==> config.mk <==
export PLATFORM = sky130hd
export DESIGN_NAME = nss_datapath
export DESIGN_NICKNAME = d
export VERILOG_FILES = /design/src/hdl/nss_pkg.sv /design/src/hdl/nss_ram.sv /design/src/hdl/nss_datapath.sv
export SDC_FILE = /design/constraint.sdc
export NUM_CORES = 2
export LEC_CHECK = 0
export BUFFER_PORTS_ARGS = -buffer_cell sky130_fd_sc_hd__buf_2
export CAP_MARGIN = 20
export CORE_MARGIN = 3
export CORE_UTILIZATION = 31
export DETAILED_ROUTE_END_ITERATION = 8
export PLACE_DENSITY = 0.52
export SLEW_MARGIN = 10
export SYNTH_ARGS = -nofsm -noshare
export SYNTH_HDL_FRONTEND = slang
export SYNTH_SLANG_ARGS = --single-unit
==> constraint.sdc <==
create_clock -name clock -period 5.35 [get_ports clock]
set_clock_uncertainty 0.1 [all_clocks]
set_input_delay 1.3375 -clock clock [delete_from_list [all_inputs] [get_ports clock]]
set_output_delay 1.3375 -clock clock [all_outputs]
set_load 0.005 [all_outputs]
==> src/hdl/nss_pkg.sv <==
`timescale 1ns / 1ps

package nss_pkg;

   localparam int COUNT_W  = 7;
   localparam int LABEL_W  = 6;
   localparam int RADIUS_W = 15;
   localparam int ATTR_W   = RADIUS_W + LABEL_W;
   localparam int BEST_W   = 16;
   localparam int IN_W     = 10;

   localparam logic [BEST_W-1:0] PREP_START = 16'hFFFF;
   localparam logic [BEST_W-1:0] SCAN_START = 16'h7FFF;

   localparam logic [1:0] MODE_LOAD  = 2'd0;
   localparam logic [1:0] MODE_PREP  = 2'd1;
   localparam logic [1:0] MODE_QUERY = 2'd2;

   typedef struct packed {
      logic [1:0]      mode;
      logic [5:0]      slot;
      logic [IN_W-1:0] pos_x;
      logic [IN_W-1:0] pos_y;
      logic [IN_W-1:0] pos_z;
   } req_type;

   typedef struct packed {
      logic [LABEL_W-1:0] nearest_label;
      logic               radius_hit;
   } rsp_type;

   typedef struct packed {
      logic load_wr;
      logic load_query;
      logic load_center;
      logic init_prep;
      logic issue;
      logic hit_en;
      logic prep_mode;
      logic attr_wr;
      logic swap0;
      logic swap1;
   } nss_cmd_type;

   typedef struct packed {
      logic pipe_busy;
      logic hit;
   } nss_stat_type;

endpackage

==> src/hdl/nss_ram.sv <==
`timescale 1ns / 1ps

module nss_ram #(
   parameter int WIDTH = 8,
   parameter int DEPTH = 64
) (
   input  logic                     clock,
   input  logic                     wr_en,
   input  logic [$clog2(DEPTH)-1:0] wr_addr,
   input  logic [WIDTH-1:0]         wr_data,
   input  logic [$clog2(DEPTH)-1:0] rd_addr,
   output logic [WIDTH-1:0]         rd_data
);

   logic [WIDTH-1:0] mem_ff [DEPTH];
   logic [WIDTH-1:0] rd_data_ff;

   always_ff @(posedge clock) begin
      if (wr_en) begin
         mem_ff[wr_addr] <= wr_data;
      end
      rd_data_ff <= mem_ff[rd_addr];
   end

   assign rd_data = rd_data_ff;

endmodule

==> src/hdl/nss_datapath.sv <==
`timescale 1ns / 1ps

module nss_datapath import nss_pkg::*; #(
   parameter int MAX_SEEDS  = 64,
   parameter int COORD_BITS = 10
) (
   input  logic                         clock,
   input  logic                         reset,
   input  nss_cmd_type                  cmd,
   input  logic [$clog2(MAX_SEEDS)-1:0] rd_addr,
   input  logic [$clog2(MAX_SEEDS)-1:0] center_idx,
   input  req_type                      req_data,
   output nss_stat_type                 stat,
   output rsp_type                      rsp_data
);

   localparam int AW = $clog2(MAX_SEEDS);
   localparam int CB = COORD_BITS;
   localparam int CRD_W = 3 * CB;
   localparam int DW = CB + 2;

   function automatic logic [CB-1:0] abs_diff(input logic [CB-1:0] a, input logic [CB-1:0] b);
      abs_diff = (a > b) ? (a - b) : (b - a);
   endfunction

   logic              coord_we;
   logic [AW-1:0]     coord_waddr;
   logic [CRD_W-1:0]  coord_wdata;
   logic [CRD_W-1:0]  coord_rd;
   logic              attr_we;
   logic [AW-1:0]     attr_waddr;
   logic [ATTR_W-1:0] attr_wdata;
   logic [ATTR_W-1:0] attr_rd;

   logic [CB-1:0]     ref_x_ff, ref_y_ff, ref_z_ff;
   logic [CB-1:0]     ref_x_in, ref_y_in, ref_z_in;

   logic              p1_valid_ff, p1_valid_in;
   logic [AW-1:0]     p1_idx_ff;
   logic              p2_valid_ff, p2_valid_in;
   logic [AW-1:0]     p2_idx_ff;
   logic [DW-1:0]     p2_dist_ff, dist_now;
   logic [CRD_W-1:0]  p2_coord_ff;
   logic [ATTR_W-1:0] p2_attr_ff;

   logic [BEST_W-1:0]  best_ff, best_in;
   logic [LABEL_W-1:0] pick_label_ff, pick_label_in;
   logic               hit_ff, hit_in;
   logic [AW-1:0]      hit_idx_ff;
   logic [CRD_W-1:0]   hit_coord_ff;
   logic [ATTR_W-1:0]  hit_attr_ff;
   logic [CRD_W-1:0]   save0_coord_ff;
   logic [ATTR_W-1:0]  save0_attr_ff;

   logic hit_now;
   logic better;

   nss_ram #(.WIDTH(CRD_W), .DEPTH(MAX_SEEDS)) coord_ram (
      .clock   (clock),
      .wr_en   (coord_we),
      .wr_addr (coord_waddr),
      .wr_data (coord_wdata),
      .rd_addr (rd_addr),
      .rd_data (coord_rd)
   );

   nss_ram #(.WIDTH(ATTR_W), .DEPTH(MAX_SEEDS)) attr_ram (
      .clock   (clock),
      .wr_en   (attr_we),
      .wr_addr (attr_waddr),
      .wr_data (attr_wdata),
      .rd_addr (rd_addr),
      .rd_data (attr_rd)
   );

   // write port selection
   always_comb begin
      coord_we    = cmd.load_wr | cmd.swap0 | cmd.swap1;
      coord_waddr = hit_idx_ff;
      coord_wdata = save0_coord_ff;
      priority if (cmd.load_wr) begin
         coord_waddr = AW'(req_data.slot);
         coord_wdata = {CB'(req_data.pos_x), CB'(req_data.pos_y), CB'(req_data.pos_z)};
      end else if (cmd.swap0) begin
         coord_waddr = '0;
         coord_wdata = hit_coord_ff;
      end
      attr_we    = cmd.attr_wr | cmd.swap0 | cmd.swap1;
      attr_waddr = hit_idx_ff;
      attr_wdata = save0_attr_ff;
      priority if (cmd.attr_wr) begin
         attr_waddr = center_idx;
         attr_wdata = {best_ff[BEST_W-1:1], LABEL_W'(center_idx)};
      end else if (cmd.swap0) begin
         attr_waddr = '0;
         attr_wdata = hit_attr_ff;
      end
   end

   // distance of the entry just read
   assign dist_now = DW'(abs_diff(ref_x_ff, coord_rd[CRD_W-1:2*CB]))
                   + DW'(abs_diff(ref_y_ff, coord_rd[2*CB-1:CB]))
                   + DW'(abs_diff(ref_z_ff, coord_rd[CB-1:0]));

   assign hit_now = p2_valid_ff && cmd.hit_en
                 && (BEST_W'(p2_dist_ff) <= BEST_W'(p2_attr_ff[ATTR_W-1:LABEL_W]));
   assign better  = p2_valid_ff && (BEST_W'(p2_dist_ff) < best_ff)
                 && !(cmd.prep_mode && (p2_idx_ff == center_idx));

   always_comb begin
      ref_x_in = ref_x_ff;
      ref_y_in = ref_y_ff;
      ref_z_in = ref_z_ff;
      priority if (cmd.load_query) begin
         ref_x_in = CB'(req_data.pos_x);
         ref_y_in = CB'(req_data.pos_y);
         ref_z_in = CB'(req_data.pos_z);
      end else if (cmd.load_center) begin
         ref_x_in = coord_rd[CRD_W-1:2*CB];
         ref_y_in = coord_rd[2*CB-1:CB];
         ref_z_in = coord_rd[CB-1:0];
      end
   end

   always_comb begin
      best_in       = best_ff;
      pick_label_in = pick_label_ff;
      priority if (cmd.load_query) begin
         best_in = SCAN_START;
      end else if (cmd.init_prep) begin
         best_in = PREP_START;
      end else if (better && !hit_now) begin
         best_in       = BEST_W'(p2_dist_ff);
         pick_label_in = p2_attr_ff[LABEL_W-1:0];
      end
   end

   assign p1_valid_in = cmd.issue && !hit_now;
   assign p2_valid_in = p1_valid_ff && !hit_now;
   assign hit_in      = cmd.load_query ? 1'b0 : (hit_ff | hit_now);

   always_ff @(posedge clock) begin
      if (reset) begin
         p1_valid_ff <= 1'b0;
         p2_valid_ff <= 1'b0;
         hit_ff      <= 1'b0;
      end else begin
         p1_valid_ff <= p1_valid_in;
         p2_valid_ff <= p2_valid_in;
         hit_ff      <= hit_in;
      end
   end

   always_ff @(posedge clock) begin
      ref_x_ff      <= ref_x_in;
      ref_y_ff      <= ref_y_in;
      ref_z_ff      <= ref_z_in;
      p1_idx_ff     <= rd_addr;
      p2_idx_ff     <= p1_idx_ff;
      p2_dist_ff    <= dist_now;
      p2_coord_ff   <= coord_rd;
      p2_attr_ff    <= attr_rd;
      best_ff       <= best_in;
      pick_label_ff <= pick_label_in;
      if (hit_now) begin
         hit_idx_ff   <= p2_idx_ff;
         hit_coord_ff <= p2_coord_ff;
         hit_attr_ff  <= p2_attr_ff;
      end
      if (p2_valid_ff && !cmd.prep_mode && (p2_idx_ff == '0)) begin
         save0_coord_ff <= p2_coord_ff;
         save0_attr_ff  <= p2_attr_ff;
      end
   end

   assign stat.pipe_busy = p1_valid_ff | p2_valid_ff;
   assign stat.hit       = hit_now;

   assign rsp_data.nearest_label = hit_ff ? hit_attr_ff[LABEL_W-1:0] : pick_label_ff;
   assign rsp_data.radius_hit    = hit_ff;

`ifndef NO_ASSERTIONS
   a_hit_flushes: assert property (@(posedge clock) disable iff (reset)
      hit_now |=> !p1_valid_ff && !p2_valid_ff)
      else $error("pipeline not flushed after radius hit");

   a_swap_needs_hit: assert property (@(posedge clock) disable iff (reset)
      (cmd.swap0 || cmd.swap1) |-> hit_ff)
      else $error("swap without a recorded hit");
`endif

endmodule

# Word-level counts from Yosys, hierarchy flattened

Memory sizes are Yosys's and may differ from the RTL's. A register that Yosys moved wholly into a read port is not among the register bits.
Index checks and enable logic that the tools add are counted.

$add $sub $neg: 8
Order comparisons: 5
Eq/ne operators: 1
Muxes and demuxes: 23
Bitwise gates (word level): 8
Reductions and logical operators: 19

Operators with widths:

| operator            | count |
|---|---|
| $mux W10            | 9 |
| $mux W30            | 2 |
| $sub A10 B10 Y10    | 6 |
| $mux W21            | 2 |
| $mux W16            | 2 |
| $gt A10 B10 Y1      | 3 |
| $mux W6             | 4 |
| $lt A12 B16 Y1      | 1 |
| $le A12 B15 Y1      | 1 |
| $add A11 B10 Y12    | 1 |
| $add A10 B10 Y11    | 1 |
| $logic_and A1 B1 Y1 | 10 |
| $eq A6 B6 Y1        | 1 |
| $logic_not A6 Y1    | 1 |
| $or A1 B1 Y1        | 6 |
| $mux W1             | 4 |
| $reduce_bool A2 Y1  | 2 |
| $reduce_or A2 Y1    | 2 |
| $logic_not A1 Y1    | 3 |
| $reduce_and A3 Y1   | 1 |
| $not A1 Y1          | 2 |

Flip-flop bits (word level): 238
Bits in writable memories: 3264
Output and inout port bits: 9
Word-level logic and storage cells: 85
Memories kept: 2

Memories:

| name             | depth | width | read ports | clocked after Yosys merged registers in | wr ports | line          | RTL |
|---|---|---|---|---|---|---|---|
| coord_ram.mem_ff | 64    | 30    | 1          | 1                                       | 1        | nss_ram.sv:15 | `logic [WIDTH-1:0] mem_ff [DEPTH];` |
| attr_ram.mem_ff  | 64    | 21    | 1          | 1                                       | 1        | nss_ram.sv:15 |  |

# Longest topological paths before layout

Word-level depth: 7
Gate-level depth with buffers: 22
Mapped depth without buffers: 21

# Modules after synthesis

A second synthesis with hierarchy kept.

Cell total of the unflattened synthesis: 6595
Area, all modules: 137598.2 sq um

Modules (own cells, without submodules):

| module              | instances | cells an instance | area each (sq um) | sequential area each (sq um) |
|---|---|---|---|---|
| nss_ram (coord_ram) | 1         | 3309              | 73968.4           | 58255.9 |
| nss_ram (attr_ram)  | 1         | 2190              | 51717.1           | 40779.1 |
| nss_datapath        | 1         | 1096              | 11912.7           | 6165.9 |

# Worst setup path after synthesis

Ideal clock, no wire load.

Path type: input port to flip-flop
From: in cmd[1] in the netlist's numbering
To: mem attr_ram.mem_ff[0][10] in the netlist's numbering, data pin
Setup time: 702 ps
Arrival: 5020 ps
Data required time: 4548 ps
Setup slack: -471 ps
Stages on the path: 5
Cells stage by stage: clkbuf_1 > clkbuf_1 > buf_1 > mux2i_1 > o21ai_0

Longest elaborated chain between the ends: 2

RTL lines:

| what                     | line               | RTL |
|---|---|---|
| from (decl)              | nss_datapath.sv:9  | `input nss_cmd_type cmd,` |
| $mux W21                 | nss_datapath.sv:94 | `end else if (cmd.swap0) begin` |
| $mux W21                 | nss_datapath.sv:91 | `priority if (cmd.attr_wr) begin` |
| net attr_ram.wr_data[10] | nss_ram.sv:10      | `input logic [WIDTH-1:0] wr_data,` |
| to (decl)                | nss_ram.sv:15      |  |

The timed path passes the listed nets, and every way through them passes these cells.

# Worst setup path in the final report

From: reg ref_x_ff[0]
To: reg p2_dist_ff[10]

Longest elaborated chain between the ends: 4
Elaborated cells on any way between the ends: 6
Those cells by class: add/sub (4); order compare (1); mux (1)

RTL lines:

| what                                               | line                | RTL |
|---|---|---|
| from (decl)                                        | nss_datapath.sv:35  | `logic [CB-1:0] ref_x_ff, ref_y_ff, ref_z_ff;` |
| from (signal assigned)                             | nss_datapath.sv:155 | `ref_x_ff <= ref_x_in;` |
| $sub A10 B10 Y10 or $gt A10 B10 Y1 (tied branches) | nss_datapath.sv:23  | `abs_diff = (a > b) ? (a - b) : (b - a);` |
| $mux W10 (*)                                       | nss_datapath.sv:23  |  |
| $add A10 B10 Y11 (*)                               | nss_datapath.sv:102 | `+ DW'(abs_diff(ref_y_ff, coord_rd[2*CB-1:CB]))` |
| $add A11 B10 Y12 (*)                               | nss_datapath.sv:103 | `+ DW'(abs_diff(ref_z_ff, coord_rd[CB-1:0]));` |
| net dist_now[10]                                   | nss_datapath.sv:42  | `logic [DW-1:0] p2_dist_ff, dist_now;` |
| to (signal assigned)                               | nss_datapath.sv:160 | `p2_dist_ff <= dist_now;` |
| to (decl)                                          | nss_datapath.sv:42  |  |

Mark *: on every way through the listed nets, which the timed path passes. The rest lies on a longest branch.
A chain may end at the register's enable or synchronous reset.

==> impl_metrics.ini <==
[worst_setup_path]
path_class = reg2reg
cp.arrival_ps = 5820
crit_required_ps = 6090
crit_fanout = 3
crit_top_cell = inv_1
path_cells = inv_1 > ha_1 > inv_1 > fa_1 > a211oi_1 > o21bai_1 > a211o_1 > a21oi_2 > o21ai_1 > mux2i_1 > xor2_1 > fa_1 > inv_1 > ha_1 > a21o_1 > a21oi_2 > o21bai_1 > a2111oi_2 > buf_4 > o31ai_1 > a21oi_1 > xor2_1
crit_path_max_incr_delay_ps = 470
cp-start-kind = flop
end_kind = flop
crit_slowest_cell = fa_1

[global_routing]
grt_max_degree = 74
grt_usage_pct = 16.2
grt_pass1_wl_um = 519000
grt_antenna_before_repair = 32
grt-ovfl-total = 0
grt_pass1_vias = 66100

[cells_and_area]
nets = 6582
area_growth_pct = 17.3
stdcell_area_um2 = 160000
drive_above_1_share_pct = 32.9
multi_input_area_um2 = 31200
seq_area_um2 = 105000
fillers = 39700

[power_and_ir_drop]
cellLeakagePower_nw = 50.3
peakVddDrop_uv = 379
swShare_pct = 23.5
combPwrFrac_pct = 9.9
seqPwrFrac_pct = 50.0
p_per_area_nw_per_um2 = 392
p_int_w = 0.0481
pwr-share-clk_pct = 40.1
power.switching_w = 0.0148

[timing]
holdWs_ps = 226
tightest_slew_ps = 1070
fmax_mhz = 197
slew_violations = 0
setup_tns_ps = 0
slew_headroom_pct = 28.5
final.setup.worst_slack_ps = 270
min_period_ps = 5080
finalHoldViolCount = 0
period_share_pct = 95.0
rsz0062_at_grt = no
setup_viol = 0

[place]
gp_congestion = 0.785
hpwl_um = 218000
io_buffers = 68
dpl_cell_area_um2 = 149000
place_ws_ps = 139

[clocking]
cts.path.max_buffers = 4
post-cts-setup-buffer-count = 0
ctsHoldBuffers = 0
numCtsBuffers = 365
cts_tree = done
clockRootBuffer = clkbuf_16
ctsHtreeMaxLevel = 5
worstSkewPairLatency_ps = 940
clock-sinks = 3551
clk_pin_slew_ps = 60

[detailed_routing]
drt_iter0_drc = 6993
ant_nets = 0
wl_um = 370000
drc = 0
wire_per_inst_um = 29.4
first_pass_iters = 5
vias_per_cell = 5.04
via_count = 63600

[yosys]
synth-async-reset-ratio_pct = 0
yosys.cell_count.top_type = edfxtp_1
synth_commonest_cells = edfxtp_1 (3408), mux4_2 (1071), clkbuf_1 (178), nor2_1 (163), dfxtp_1 (143)
syn_nets = 6083
yosys_warnings = 0
synth_area_um2 = 137000
synthFlopType = edfxtp_1
synth_top_area_share_pct = 74.8
synth.largest_area_cell = edfxtp_1
ys_top_cells_by_area = edfxtp_1 (75%), mux4_2 (18%), dfxtp_1 (2.1%)
ys_seq_area_share_pct = 76.9
syn_avg_cell_area_um2 = 23.1
synth_cell_types = 58
synth_edf_count = 3408
ys_ff_latch = 3551
synth_cells = 5915

[die]
io_pins = 71
rows = 243
fp.dieH_um = 670
die_area_um2 = 449000
start_util_pct = 31.2
die_w_um = 670
core_area_um2 = 439000

[hold_path]
hp-class = reg2reg

[run]
maxCapViolCount = 0

[outcome]
status = complete, no violations
registers in the layout (all words and copies together), names as in the netlist, 6 cells and up:
name,count
p2_attr_ff,21
save0_coord_ff,30
hit_attr_ff,21
coord_ram.mem_ff,1920
p2_idx_ff,6
ref_y_ff,10
p2_dist_ff,12
best_ff,14
attr_ram.rd_data,21
ref_z_ff,10
p2_coord_ff,30
attr_ram.mem_ff,1344
save0_attr_ff,21
coord_ram.rd_data,30
ref_x_ff,10
hit_coord_ff,30
pick_label_ff,6
hit_idx_ff,6
p1_idx_ff,6
per-layer routing:
| layer | up-vias | wire length, um | GRT usage, % |
|---|---|---|---|
| met5 | - | 50 | 0 |
| met4 | 6 | 8230 | 3.54 |
| met3 | 435 | 18500 | 2.04 |
| met2 | 1823 | 190000 | 28.1 |
| met1 | 35200 | 154000 | 21.7 |
| li1 | 26100 | - | - |
timing repair:
action / in CTS / in global routing
hold endpoints to repair: 0 / 0
endpoints found under the setup margin: 0 / 4
gates resized for setup: 0 / 8
cell families after synthesis:
kind of cell / after synthesis / share of synthesized area, %
AOI/OAI and AO/OA: 262 / 1.15
xor gates and xnor gates: 37 / 0.237
adders and majority gates: 106 / 1.06
buffers and inverters: 409 / 1.23
DFF: 3551 / 76.9
muxes: 1145 / 18.2
and+or+nand+nor: 405 / 1.27
layout by cell type, fill, tap and decap left out, types with 74 or more instances in the layout:
cell type	synthesis	final
buf_4	15	251
ha_1	89	89
dfxtp_1	143	143
mux4_2	1071	1071
buf_12	0	104
o21ai_0	124	74
inv_1	120	119
clkbuf_1	178	88
nand2_1	132	132
clkbuf_16	0	375
edfxtp_1	3408	3408
stage by stage:
step	power, W	std cells	util (%)
floorplan	0.0357	5915	-
global placement	0.0381	11900	33.8
detailed placement	0.0382	11900	33.9
CTS	0.0634	12600	36.6
global route	0.0651	12600	36.6
finish	0.0628	12600	36.6
final timing paths:
check                                  start        endpoint  slack, ps  cells past startpoint
worst min-delay path            p1_idx_ff[0]    p2_idx_ff[0]        230                      0
worst max register to register   ref_x_ff[0]  p2_dist_ff[10]        270                     22
worst min register to register  p1_idx_ff[0]    p2_idx_ff[0]        230                      0
worst max-delay path             ref_x_ff[0]  p2_dist_ff[10]        270                     22
critical path: cells and delay by family, from the launching register on:
family	cells	cell delay, ps
XOR/XNOR	2	460
adder cells (fa/ha/maj)	4	1260
flip-flops	1	400
AO/OA/AOI/OAI	11	2140
multiplexers	1	210
buffers and inverters	4	410
area by class of cell:
cell class,instances,area share [%]
flip-flops and latches,3551,65.5
multi-input cells,1955,19.4
clock buffers,476,6.16
well taps,5880,4.58
repair buffers,421,2.73
clock inverters,195,1.22
inverters,120,0.282
diodes,15,0.0234
power by group through the flow:
stage	Clock [W]	Combinational, W	Sequential [W]
finish	0.0252	0.00624	0.0314
global route	0.0269	0.00680	0.0314
CTS	0.0257	0.00622	0.0314
detailed placement	0	0.00615	0.0320
global placement	0	0.00613	0.0320
floorplan	0	0.00380	0.0319
No activity file was read; power rests on OpenSTA's default activity.
