### config.mk
export PLATFORM = sky130hd
export DESIGN_NAME = nss_ctrl
export DESIGN_NICKNAME = d
export VERILOG_FILES = /design/src/hdl/nss_pkg.sv /design/src/hdl/nss_ctrl.sv
export SDC_FILE = /design/constraint.sdc
export NUM_CORES = 1
export LEC_CHECK = 0
export BUFFER_PORTS_ARGS = -buffer_cell sky130_fd_sc_hd__buf_2
export CORE_MARGIN = 3
export CORE_UTILIZATION = 35
export CTS_BUF_LIST = sky130_fd_sc_hd__clkbuf_4 sky130_fd_sc_hd__clkbuf_8
export DETAILED_ROUTE_END_ITERATION = 10
export SLEW_MARGIN = 30
export SYNTH_ARGS = -nofsm -noshare
export SYNTH_HDL_FRONTEND = slang
export SYNTH_SLANG_ARGS = --single-unit
### constraint.sdc
create_clock -name clock -period 2.5 [get_ports clock]
set_clock_uncertainty 0.2 [all_clocks]
set_input_delay 0.375 -clock clock [delete_from_list [all_inputs] [get_ports clock]]
set_output_delay 0.375 -clock clock [all_outputs]
set_load 0.1 [all_outputs]
### src/hdl/nss_pkg.sv
`timescale 1ns / 1ps

package nss_pkg;

   localparam int COUNT_W  = 7;
   localparam int LABEL_W  = 6;
   localparam int RADIUS_W = 15;
   localparam int ATTR_W   = RADIUS_W + LABEL_W;
   localparam int BEST_W   = 16;
   localparam int IN_W     = 10;

   localparam logic [BEST_W-1:0] PREP_START = 16'hFFFF;
   localparam logic [BEST_W-1:0] SCAN_START = 16'h7FFF;

   localparam logic [1:0] MODE_LOAD  = 2'd0;
   localparam logic [1:0] MODE_PREP  = 2'd1;
   localparam logic [1:0] MODE_QUERY = 2'd2;

   typedef struct packed {
      logic [1:0]      mode;
      logic [5:0]      slot;
      logic [IN_W-1:0] pos_x;
      logic [IN_W-1:0] pos_y;
      logic [IN_W-1:0] pos_z;
   } req_type;

   typedef struct packed {
      logic [LABEL_W-1:0] nearest_label;
      logic               radius_hit;
   } rsp_type;

   typedef struct packed {
      logic load_wr;
      logic load_query;
      logic load_center;
      logic init_prep;
      logic issue;
      logic hit_en;
      logic prep_mode;
      logic attr_wr;
      logic swap0;
      logic swap1;
   } nss_cmd_type;

   typedef struct packed {
      logic pipe_busy;
      logic hit;
   } nss_stat_type;

endpackage

### src/hdl/nss_ctrl.sv
`timescale 1ns / 1ps

module nss_ctrl import nss_pkg::*; #(
   parameter int MAX_SEEDS = 64
) (
   input  logic                         clock,
   input  logic                         reset,
   input  logic                         start,
   output logic                         busy,
   input  req_type                      req_data,
   input  logic                         csr_valid,
   output logic                         csr_ready,
   input  logic [COUNT_W-1:0]           csr_data,
   input  nss_stat_type                 stat,
   output nss_cmd_type                  cmd,
   output logic [$clog2(MAX_SEEDS)-1:0] rd_addr,
   output logic [$clog2(MAX_SEEDS)-1:0] center_idx,
   output logic                         rsp_strobe
);

   localparam int AW = $clog2(MAX_SEEDS);
   localparam int CW = $clog2(MAX_SEEDS + 1);
   localparam int NW = (CW > COUNT_W) ? CW : COUNT_W;

   typedef enum logic [10:0] {
      ST_IDLE    = 11'b00000000001,
      ST_P_CENT  = 11'b00000000010,
      ST_P_CWAIT = 11'b00000000100,
      ST_P_SCAN  = 11'b00000001000,
      ST_P_DRAIN = 11'b00000010000,
      ST_P_WRITE = 11'b00000100000,
      ST_Q_SCAN  = 11'b00001000000,
      ST_Q_DRAIN = 11'b00010000000,
      ST_Q_SWAP0 = 11'b00100000000,
      ST_Q_SWAP1 = 11'b01000000000,
      ST_Q_DONE  = 11'b10000000000
   } state_type;

   state_type          state_ff, state_in;
   logic [COUNT_W-1:0] count_ff, count_in;
   logic [CW-1:0]      ctr_ff, ctr_in;
   logic [CW-1:0]      iss_ff, iss_in;
   logic [NW-1:0]      cnt_ext;
   logic [CW-1:0]      n_act;
   logic [CW-1:0]      q_len;
   logic               accept;
   logic               slot_ok;

   assign cnt_ext = NW'(count_ff);
   assign n_act   = (cnt_ext > NW'(MAX_SEEDS)) ? CW'(MAX_SEEDS) : CW'(cnt_ext);
   assign q_len   = (n_act == '0) ? CW'(1) : n_act;
   assign busy    = (state_ff != ST_IDLE);
   assign accept  = start && !busy;
   assign slot_ok = (32'(req_data.slot) < 32'(MAX_SEEDS));

   assign csr_ready  = 1'b1;
   assign count_in   = (csr_valid && csr_ready) ? csr_data : count_ff;
   assign center_idx = ctr_ff[AW-1:0];
   assign rsp_strobe = (state_ff == ST_Q_DONE);

   always_comb begin
      state_in = state_ff;
      ctr_in   = ctr_ff;
      iss_in   = iss_ff;
      cmd      = '0;
      rd_addr  = iss_ff[AW-1:0];
      unique case (state_ff)
         ST_IDLE: begin
            if (accept) begin
               unique case (req_data.mode)
                  MODE_LOAD: begin
                     cmd.load_wr = slot_ok;
                  end
                  MODE_PREP: begin
                     ctr_in = '0;
                     if (n_act != '0) begin
                        state_in = ST_P_CENT;
                     end
                  end
                  MODE_QUERY: begin
                     cmd.load_query = 1'b1;
                     iss_in         = '0;
                     state_in       = ST_Q_SCAN;
                  end
                  default: begin
                  end
               endcase
            end
         end
         ST_P_CENT: begin
            cmd.prep_mode = 1'b1;
            cmd.init_prep = 1'b1;
            rd_addr       = ctr_ff[AW-1:0];
            state_in      = ST_P_CWAIT;
         end
         ST_P_CWAIT: begin
            cmd.prep_mode   = 1'b1;
            cmd.load_center = 1'b1;
            iss_in          = '0;
            state_in        = ST_P_SCAN;
         end
         ST_P_SCAN: begin
            cmd.prep_mode = 1'b1;
            cmd.issue     = 1'b1;
            iss_in        = iss_ff + CW'(1);
            if (iss_ff + CW'(1) == n_act) begin
               state_in = ST_P_DRAIN;
            end
         end
         ST_P_DRAIN: begin
            cmd.prep_mode = 1'b1;
            if (!stat.pipe_busy) begin
               state_in = ST_P_WRITE;
            end
         end
         ST_P_WRITE: begin
            cmd.prep_mode = 1'b1;
            cmd.attr_wr   = 1'b1;
            ctr_in        = ctr_ff + CW'(1);
            state_in      = (ctr_ff + CW'(1) == n_act) ? ST_IDLE : ST_P_CENT;
         end
         ST_Q_SCAN: begin
            cmd.issue  = 1'b1;
            cmd.hit_en = (n_act != '0);
            iss_in     = iss_ff + CW'(1);
            priority if (stat.hit) begin
               state_in = ST_Q_SWAP0;
            end else if (iss_ff + CW'(1) == q_len) begin
               state_in = ST_Q_DRAIN;
            end
         end
         ST_Q_DRAIN: begin
            cmd.hit_en = (n_act != '0);
            priority if (stat.hit) begin
               state_in = ST_Q_SWAP0;
            end else if (!stat.pipe_busy) begin
               state_in = ST_Q_DONE;
            end
         end
         ST_Q_SWAP0: begin
            cmd.swap0 = 1'b1;
            state_in  = ST_Q_SWAP1;
         end
         ST_Q_SWAP1: begin
            cmd.swap1 = 1'b1;
            state_in  = ST_Q_DONE;
         end
         ST_Q_DONE: begin
            state_in = ST_IDLE;
         end
         default: begin
            state_in = ST_IDLE;
         end
      endcase
   end

   always_ff @(posedge clock) begin
      if (reset) begin
         state_ff <= ST_IDLE;
         count_ff <= COUNT_W'(1);
         ctr_ff   <= '0;
         iss_ff   <= '0;
      end else begin
         state_ff <= state_in;
         count_ff <= count_in;
         ctr_ff   <= ctr_in;
         iss_ff   <= iss_in;
      end
   end

`ifndef NO_ASSERTIONS
   a_swap_order: assert property (@(posedge clock) disable iff (reset)
      (state_ff == ST_Q_SWAP1) |-> $past(state_ff == ST_Q_SWAP0))
      else $error("second swap write without the first");

   a_scan_in_range: assert property (@(posedge clock) disable iff (reset)
      (state_ff == ST_P_SCAN || state_ff == ST_Q_SCAN) |-> (iss_ff < q_len))
      else $error("scan index beyond seeds in use");

   a_prep_center_range: assert property (@(posedge clock) disable iff (reset)
      (state_ff == ST_P_WRITE) |-> (ctr_ff < n_act))
      else $error("prepare center beyond seeds in use");
`endif

endmodule

Word-level counts from Yosys, hierarchy flattened
Cells that the tools add are included.
- flip-flop bits (word level): 32
- equal/unequal tests: 26
- $lt $le $gt $ge: 1
- reduce and logical (&&, ||, !) cells: 13
- mux-type cells: 32
- add/sub/neg operators: 2
- operators with widths (operator ; count):
    11-bit case mux with 10 select lines ; 1
    11-bit two-way mux ; 8
    7-bit two-way mux ; 6
    11-bit case mux with 2 select lines ; 1
    7-bit == test ; 3
    7-bit case mux with 3 select lines ; 1
    7-bit by 1-bit adder with 7-bit output, second input constant ; 2
    7-bit case mux with 2 select lines ; 1
    11-bit by 1-bit == test with 1-bit output, second input constant ; 1
    11-bit by 10-bit == test with 1-bit output, second input constant ; 1
    11-bit == test, second input constant ; 1
    11-bit by 2-bit == test with 1-bit output, second input constant ; 1
    11-bit by 3-bit == test with 1-bit output, second input constant ; 1
    11-bit by 4-bit == test with 1-bit output, second input constant ; 1
    11-bit by 5-bit == test with 1-bit output, second input constant ; 1
    11-bit by 6-bit == test with 1-bit output, second input constant ; 1
    11-bit by 7-bit == test with 1-bit output, second input constant ; 1
    11-bit by 8-bit == test with 1-bit output, second input constant ; 1
    11-bit by 9-bit == test with 1-bit output, second input constant ; 1
    11-bit by 1-bit inequality test with 1-bit output, second input constant ; 1
    1-bit two-way mux ; 10
    3-bit inequality test, second input constant ; 3
    7-bit > comparator, second input constant ; 1
    7-bit zero test ; 1
    17 further kinds ; 24

Longest topological paths before layout
Gate-level depths: netlist of the first run.
- word-level depth: 8
- mapped depth: 10
- mapped depth without buffers: 8

Worst setup path after synthesis of the first run
No wires, ideal clock.
- path kind: register -> register
- start point: register state_ff[0]
- end point: register state_ff[9]
- cell stages (with the launch flop): 5
- period minus slack after synthesis: 3.901 ns
- setup slack: -1.401 ns
- arrival time: 3.627 ns
- library setup time: 0.074 ns
- cell sequence: dfxtp_1 > nor4_4 > nand3b_1 > nor3b_1 > and4_1
- longest elaborated chain between the ends: 5
- elaborated cells on any way between the ends: 22
- ends and longest elaborated chain (item ; RTL line ; RTL):
    start, declared ; nss_ctrl.sv:39 ; state_type state_ff, state_in;
    start signal, assigned ; nss_ctrl.sv:164 ; state_ff <= state_in;
    11-bit by 1-bit inequality test with 1-bit output ; nss_ctrl.sv:52 ; assign busy = (state_ff != ST_IDLE);
    1-bit zero test ; nss_ctrl.sv:53 ; assign accept = start && !busy;
    1-bit logical AND ; nss_ctrl.sv:53 ;
    2-bit inequality test (no source line) ; n/a ;
    7-bit AND reduction (no source line) ; n/a ;
Parallel ways exist; a longest one is shown, timed or not.
A chain may end at the register's enable or synchronous reset.

==> results of run 1 <==
repair_timing:
item                                    CTS  global route
pin swaps                                 1            10
hold buffers                              0             0
resized for setup                         5            29
buffers inserted                          2            14
endpoints found under the setup margin   11            20
cloned                                    0             0
logic make-up (layout without fill, tap and decap cells):
kind of cell,count (synthesis),in the layout,share of synthesized area [%]
buf+inv,41,104,10.5
fa+ha+maj,5,5,2.52
xor+xnor,15,15,5.29
mux,16,16,6.80
simple gates,146,146,32.2
compound gates,63,63,16.8
flops,32,32,25.8
other cells,1,1,0.151
state kept, by name, summed over array words and instances (netlist names):
name and count:
state_ff 11, cnt_ext 7, ctr_ff 7, iss_ff 7
worst paths after layout:
| kind | start | to | slack, ps | cells after the start |
|---|---|---|---|---|
| worst max-delay path | state_ff[3] | cmd[2] | 50 | 5 |
| worst min-delay path | csr_data[5] | cnt_ext[5] | 120 | 3 |
| worst max register to register | state_ff[9] | state_ff[6] | 130 | 10 |
| worst min register to register | iss_ff[6] | iss_ff[6] | 310 | 2 |
power by group:
group	total, mW	internal (mW)	leakage, nW	switching, mW
clock	0.450	0.246	0.0523	0.204
sequential	0.573	0.537	0.264	0.0363
combinational	0.796	0.315	1.08	0.480
total	1.82	1.10	1.40	0.721
final cells by class:
cell class                      instances  area share, %
Multi-Input combinational cell        246           49.4
Timing Repair Buffer                   81           22.9
Sequential cell                        32           19.2
Tap cell                               96           3.50
Clock buffer                            8           2.84
Inverter                               15           2.11
metrics by stage:
stage	setup TNS (ps)	instances	hold slack, ps
after detailed placement	-12.2	454	292
after CTS	0	464	117
after global routing	-123	478	133
after floorplan	-1650	319	255
after global placement	0	454	273
final	0	478	119
cells in the mapped netlist, drive strengths merged, types with 3 or more instances:
master,number,share of area [%]
nor2,48,7.3
dfxtp,32,26
nand2,20,3.1
a21oi,18,3.6
o21ai,16,3.2
buf,15,4.7
inv,14,2.1
clkbuf,11,3.0
nand3,10,2.0
nor3,10,2.5
mux2i,9,3.6
xor2,9,3.2
nor4,8,3.5
or3,8,2.0
mux2,7,3.2
nand4,7,1.8
and3,6,1.6
nor3b,6,1.8
xnor2,6,2.1
a31oi,5,1.9
ha,5,2.5
nor2b,5,1.3
nand2b,4,1.0
o211ai,4,1.2
a22oi,3,0.91
and2,3,0.81
nand3b,3,0.91
nand4b,3,1.1
worst min-delay path: stages:
cell     delay [ps]
buf_2            70
mux2i_1          60
nor2_1           70
layer usage:
layer | up-vias | GRT usage [%]
met1 | 1185 | 20.1
met4 | 0 | 5.23
met2 | 77 | 29.6
met3 | 13 | 4.92
li1 | 1253 | -
met5 | - | 0
layout by cell type, fill, tap and decap left out, types with 9 or more instances in the layout:
master    n
mux2i_1   9
buf_2    20
buf_4    41
inv_1    13
buf_12   16
o21ai_0  14
nand2_1  17
a21oi_1  17
nor2_1   48
xor2_1    9
dfxtp_1  23
==> results.py, run 1 <==
metrics = {
    "pwr": {
        "leakagePower_nw": 1.40,
        "ir_worst_vdd_uv": 282,
        "fin_total_pwr_mw": 1.82,
        "power_density_mw_per_mm2": 530,
    },
    "floorplan": {
        "die_w_um": 90.3,
        "num_rows": 30,
        "start_util_pct": 36.4,
        "core_mm2": 0.00683,
        "dieArea_mm2": 0.00815,
        "io_pins": 76,
        "die_h_um": 90.3,
    },
    "cts": {
        "clockBufferDepth": 2,
        "path_clk_slew_ps": 70,
        "cts_max_level": 2,
        "clk_latency_ps": 290,
        "cts.sinks": 32,
        "cts_tree": "built",
        "cts_root_buffer": "clkbuf_8",
        "cts_buffers": 5,
    },
    "drt": {
        "antenna_left": 0,
        "firstDrtPassIters": 4,
        "routed_wl_um": 7010,
        "vias": 2528,
        "met1_length_um": 3070,
        "met3_length_um": 357,
        "route.detailed.drc": 0,
        "met2_wirelength_um": 3450,
        "vias_per_cell": 5.29,
        "top_layer": "met4",
        "avgRoutedWirePerCell_um": 14.7,
        "dr.first_iter.drc_count": 111,
    },
    "final_layout": {
        "layout-drive-gt1-share_pct": 35.9,
        "nets": 437,
        "fillers": 678,
        "multi_input_area_mm2": 0.00170,
        "n_antenna_cell": 0,
        "syn_to_final_growth_pct": 38.1,
        "seqCellArea_um2": 659,
        "final_area_mm2": 0.00343,
        "final_util_pct": 50.2,
    },
    "sta": {
        "tightestPinTransition_ps": 534,
        "fin_ws_ps": 45.4,
        "max_slew_margin_pct": 64.4,
        "setup_viol": 0,
        "max_freq_mhz": 407,
        "rsz0062_at_grt": "true",
        "fin_crit_ps": 2450,
        "finalHoldViolations": 0,
        "period_share_pct": 98.2,
        "maxSlewViolCount": 0,
    },
    "critical_path": {
        "critical_path_buf_inv_count": 2,
        "critPathKind": "reg -> out",
        "cp.arrival_ps": 1880,
        "critPathTopFamily": "simple AND/OR/NAND/NOR gates",
        "path_cells": "nor4_4 -> nand2_2 -> or4b_4 -> clkinv_8 -> buf_16",
        "startpoint_type": "flip-flop",
        "required_ps": 1920,
        "worst_path_largest_cell_delay_ps": 600,
        "end_kind": "output port",
        "crit_path_top_delay_cell": "or4b_4",
        "path_max_fanout": 4,
    },
    "logic_synthesis": {
        "async_flop_share_pct": 0,
        "syn_area_per_cell_um2": 7.79,
        "yosysUniqueCellTypes": 60,
        "ys_ff_latch": 32,
        "yosys_warnings": 0,
        "synth_edf_count": 0,
        "syn_area_mm2": 0.00248,
        "synth-seq-area-share_pct": 25.8,
        "synth_flop_cell": "dfxtp_1",
        "syn_nets": 375,
        "syn_inst": 319,
    },
    "placement": {
        "place_area_mm2": 0.00311,
        "io_buffers": 38,
        "routabilityCongestion": 0.858,
        "dp_slack_ps": -7.79,
        "dp_hpwl_um": 5230,
    },
    "run_status": {
        "status": "completed",
    },
    "global_route": {
        "grt_pass1_wl_um": 11400,
        "grt_overflow_total": 0,
        "grt_util_all_layers_pct": 17.0,
        "grt_pass1_vias": 2374,
        "grt_antenna_before_repair": 0,
        "grt_max_degree": 28,
    },
    "min_path": {
        "min_path_type": "in -> reg",
    },
    "flow_run": {
        "max_cap_violations": 0,
    },
}
No activity file was read; power rests on OpenSTA's default activity.
==> run 2, diff against run 1 <==
--- a/config.mk
+++ b/config.mk
@@ -10,6 +10,7 @@
 export CORE_UTILIZATION = 35
 export CTS_BUF_LIST = sky130_fd_sc_hd__clkbuf_4 sky130_fd_sc_hd__clkbuf_8
 export DETAILED_ROUTE_END_ITERATION = 10
+export PLACE_DENSITY = 0.61
 export SLEW_MARGIN = 30
 export SYNTH_ARGS = -nofsm -noshare
 export SYNTH_HDL_FRONTEND = slang
==> run 2 against run 1 <==
Net effect:
- sequential cell count unchanged
- combinational power decreased by 7.5%
- register-to-register slack got worse by 20 ps
- global-route usage decreased by 0.32 points
- wire length decreased by 5.4%
- cell count decreased by 1.7%
- fmax decreased by 1.3%
- clock power decreased by 2%
- utilization decreased by 1.6 points
- via count decreased by 2.8%
- sequential power about the same
- critical path depth unchanged
==> results.py, run 2 (same netlist as run 1, synthesis figures left out) <==
metrics = {
    "global_route": {
        "grt_pass1_vias": 2388,
        "grt_max_degree": 28,
        "grt_pass1_wl_um": 11300,
        "grt_util_all_layers_pct": 16.7,
        "grt_overflow_total": 0,
        "grt_antenna_before_repair": 0,
    },
    "cts": {
        "cts_root_buffer": "clkbuf_8",
        "cts_tree": "built",
        "cts.sinks": 32,
        "clockBufferDepth": 2,
        "path_clk_slew_ps": 70,
        "cts_max_level": 2,
        "cts_buffers": 5,
        "clk_latency_ps": 290,
    },
    "drt": {
        "routed_wl_um": 6630,
        "firstDrtPassIters": 4,
        "route.detailed.drc": 0,
        "dr.first_iter.drc_count": 114,
        "vias_per_cell": 5.23,
        "antenna_left": 0,
        "vias": 2456,
        "avgRoutedWirePerCell_um": 14.1,
    },
    "floorplan": {
        "start_util_pct": 36.4,
        "die_w_um": 90.3,
        "core_mm2": 0.00683,
        "dieArea_mm2": 0.00815,
        "num_rows": 30,
        "die_h_um": 90.3,
        "io_pins": 76,
    },
    "critical_path": {
        "startpoint_type": "flip-flop",
        "end_kind": "output port",
        "cp.arrival_ps": 1910,
        "required_ps": 1920,
        "critPathKind": "reg -> out",
        "path_max_fanout": 6,
    },
    "run_status": {
        "status": "completed",
    },
    "pwr": {
        "comb_power_share_pct": 42.0,
        "switching_power_mw": 0.695,
        "p_int_mw": 1.06,
        "power_density_mw_per_mm2": 528,
        "swShare_pct": 39.6,
        "leakagePower_nw": 1.35,
        "clock_power_share_pct": 25.1,
        "ir_worst_vdd_uv": 238,
        "fin_total_pwr_mw": 1.75,
        "p_seq_share_pct": 32.9,
    },
    "sta": {
        "period_share_pct": 99.5,
        "max_freq_mhz": 402,
        "maxSlewViolCount": 0,
        "rsz0062_at_grt": "true",
        "fin_crit_ps": 2490,
        "max_slew_margin_pct": 65.2,
        "setup_tns_ps": 0,
        "finalHoldViolations": 0,
        "tightestPinTransition_ps": 521,
        "setup_viol": 0,
    },
    "placement": {
        "io_buffers": 38,
        "routabilityCongestion": 0.874,
        "dp_hpwl_um": 5070,
        "placedCellCount": 456,
    },
    "final_layout": {
        "seqCellArea_um2": 647,
        "multi_input_area_mm2": 0.00167,
        "layoutNonFillerInstCount": 470,
        "largest_register": "state_ff",
        "n_antenna_cell": 0,
        "nets": 429,
        "largest_reg_flops": 11,
        "syn_to_final_growth_pct": 33.6,
        "fillers": 706,
        "layout-drive-gt1-share_pct": 32.1,
        "layout_commonest_cell": "nor2_1",
        "final_cell_mix": "nor2_1 (48), buf_4 (34), dfxtp_1 (29), buf_2 (20), nand2_1 (18)",
    },
    "min_path": {
        "min_path_type": "in -> reg",
    },
    "flow_run": {
        "max_cap_violations": 0,
    },
}
[run 2: cell types whose count changed in the layout (fill, tap and decap cells not counted), moves of 2 or more]
cell,before,now
mux2_2,5,7
buf_4,41,34
dfxtp_1,23,29
mux2_4,2,0
buf_6,2,0
dfxtp_2,6,2
dfxtp_4,3,1
[run 2: layout make-up]
type                    instances  area share [%]
repair buffers                 73            21.3
flip-flops and latches         32            19.5
inverters                      15            2.19
well taps                      96            3.62
multi-input cells             246            50.4
clock buffers                   8            2.94
[run 2: layer usage]
layer | global-route usage (%) | vias up | routed length [µm]
met4 | 5.23 | 0 | 109
li1 | - | 1243 | -
met5 | 0 | - | 0
met3 | 3.08 | 8 | 246
met1 | 21.0 | 1150 | 3080
met2 | 28.7 | 55 | 3200
[run 2: critical path: stages, from the launching register on]
cell and delay [ps]:
dfxtp_4 370, nor4_4 310, nand2_2 100, or4b_4 600, clkinv_8 80, buf_12 160
[run 2: power groups by stage]
stage	clock, mW	combinational, mW	sequential, mW
6_report	0.440	0.736	0.576
3_5_place_dp	0	0.715	0.585
4_1_cts	0.453	0.721	0.573
2_1_floorplan	0	0.499	0.576
5_1_grt	0.478	0.791	0.579
3_3_place_gp	0	0.710	0.585
[run 2: path summary, 6_finish.rpt]
kind,from,endpoint,slack [ps],depth (start not counted)
worst max-delay path,state_ff[3],cmd[2],10,5
worst min-delay path,csr_data[1],cnt_ext[1],120,3
worst max register to register,iss_ff[0],state_ff[4],110,8
worst min register to register,iss_ff[6],iss_ff[6],290,2
[run 2: what timing repair did]
item,CTS,global route
buffers inserted,0,6
hold buffers,0,0
gates resized for setup,3,14
pin swaps,0,7
endpoints found under the setup margin,6,20
[run 2: metrics by stage]
stage	utilization [%]	worst slack [ps]	cell area (µm²)	hold WS, ps
after floorplan	-	-316	2530	255
after detailed placement	45.7	7.86	3120	280
after global placement	45.7	-3.55	3120	271
after global routing	48.6	-58.3	3320	148
final	48.6	12.3	3320	122
after CTS	47.3	-36.4	3230	122
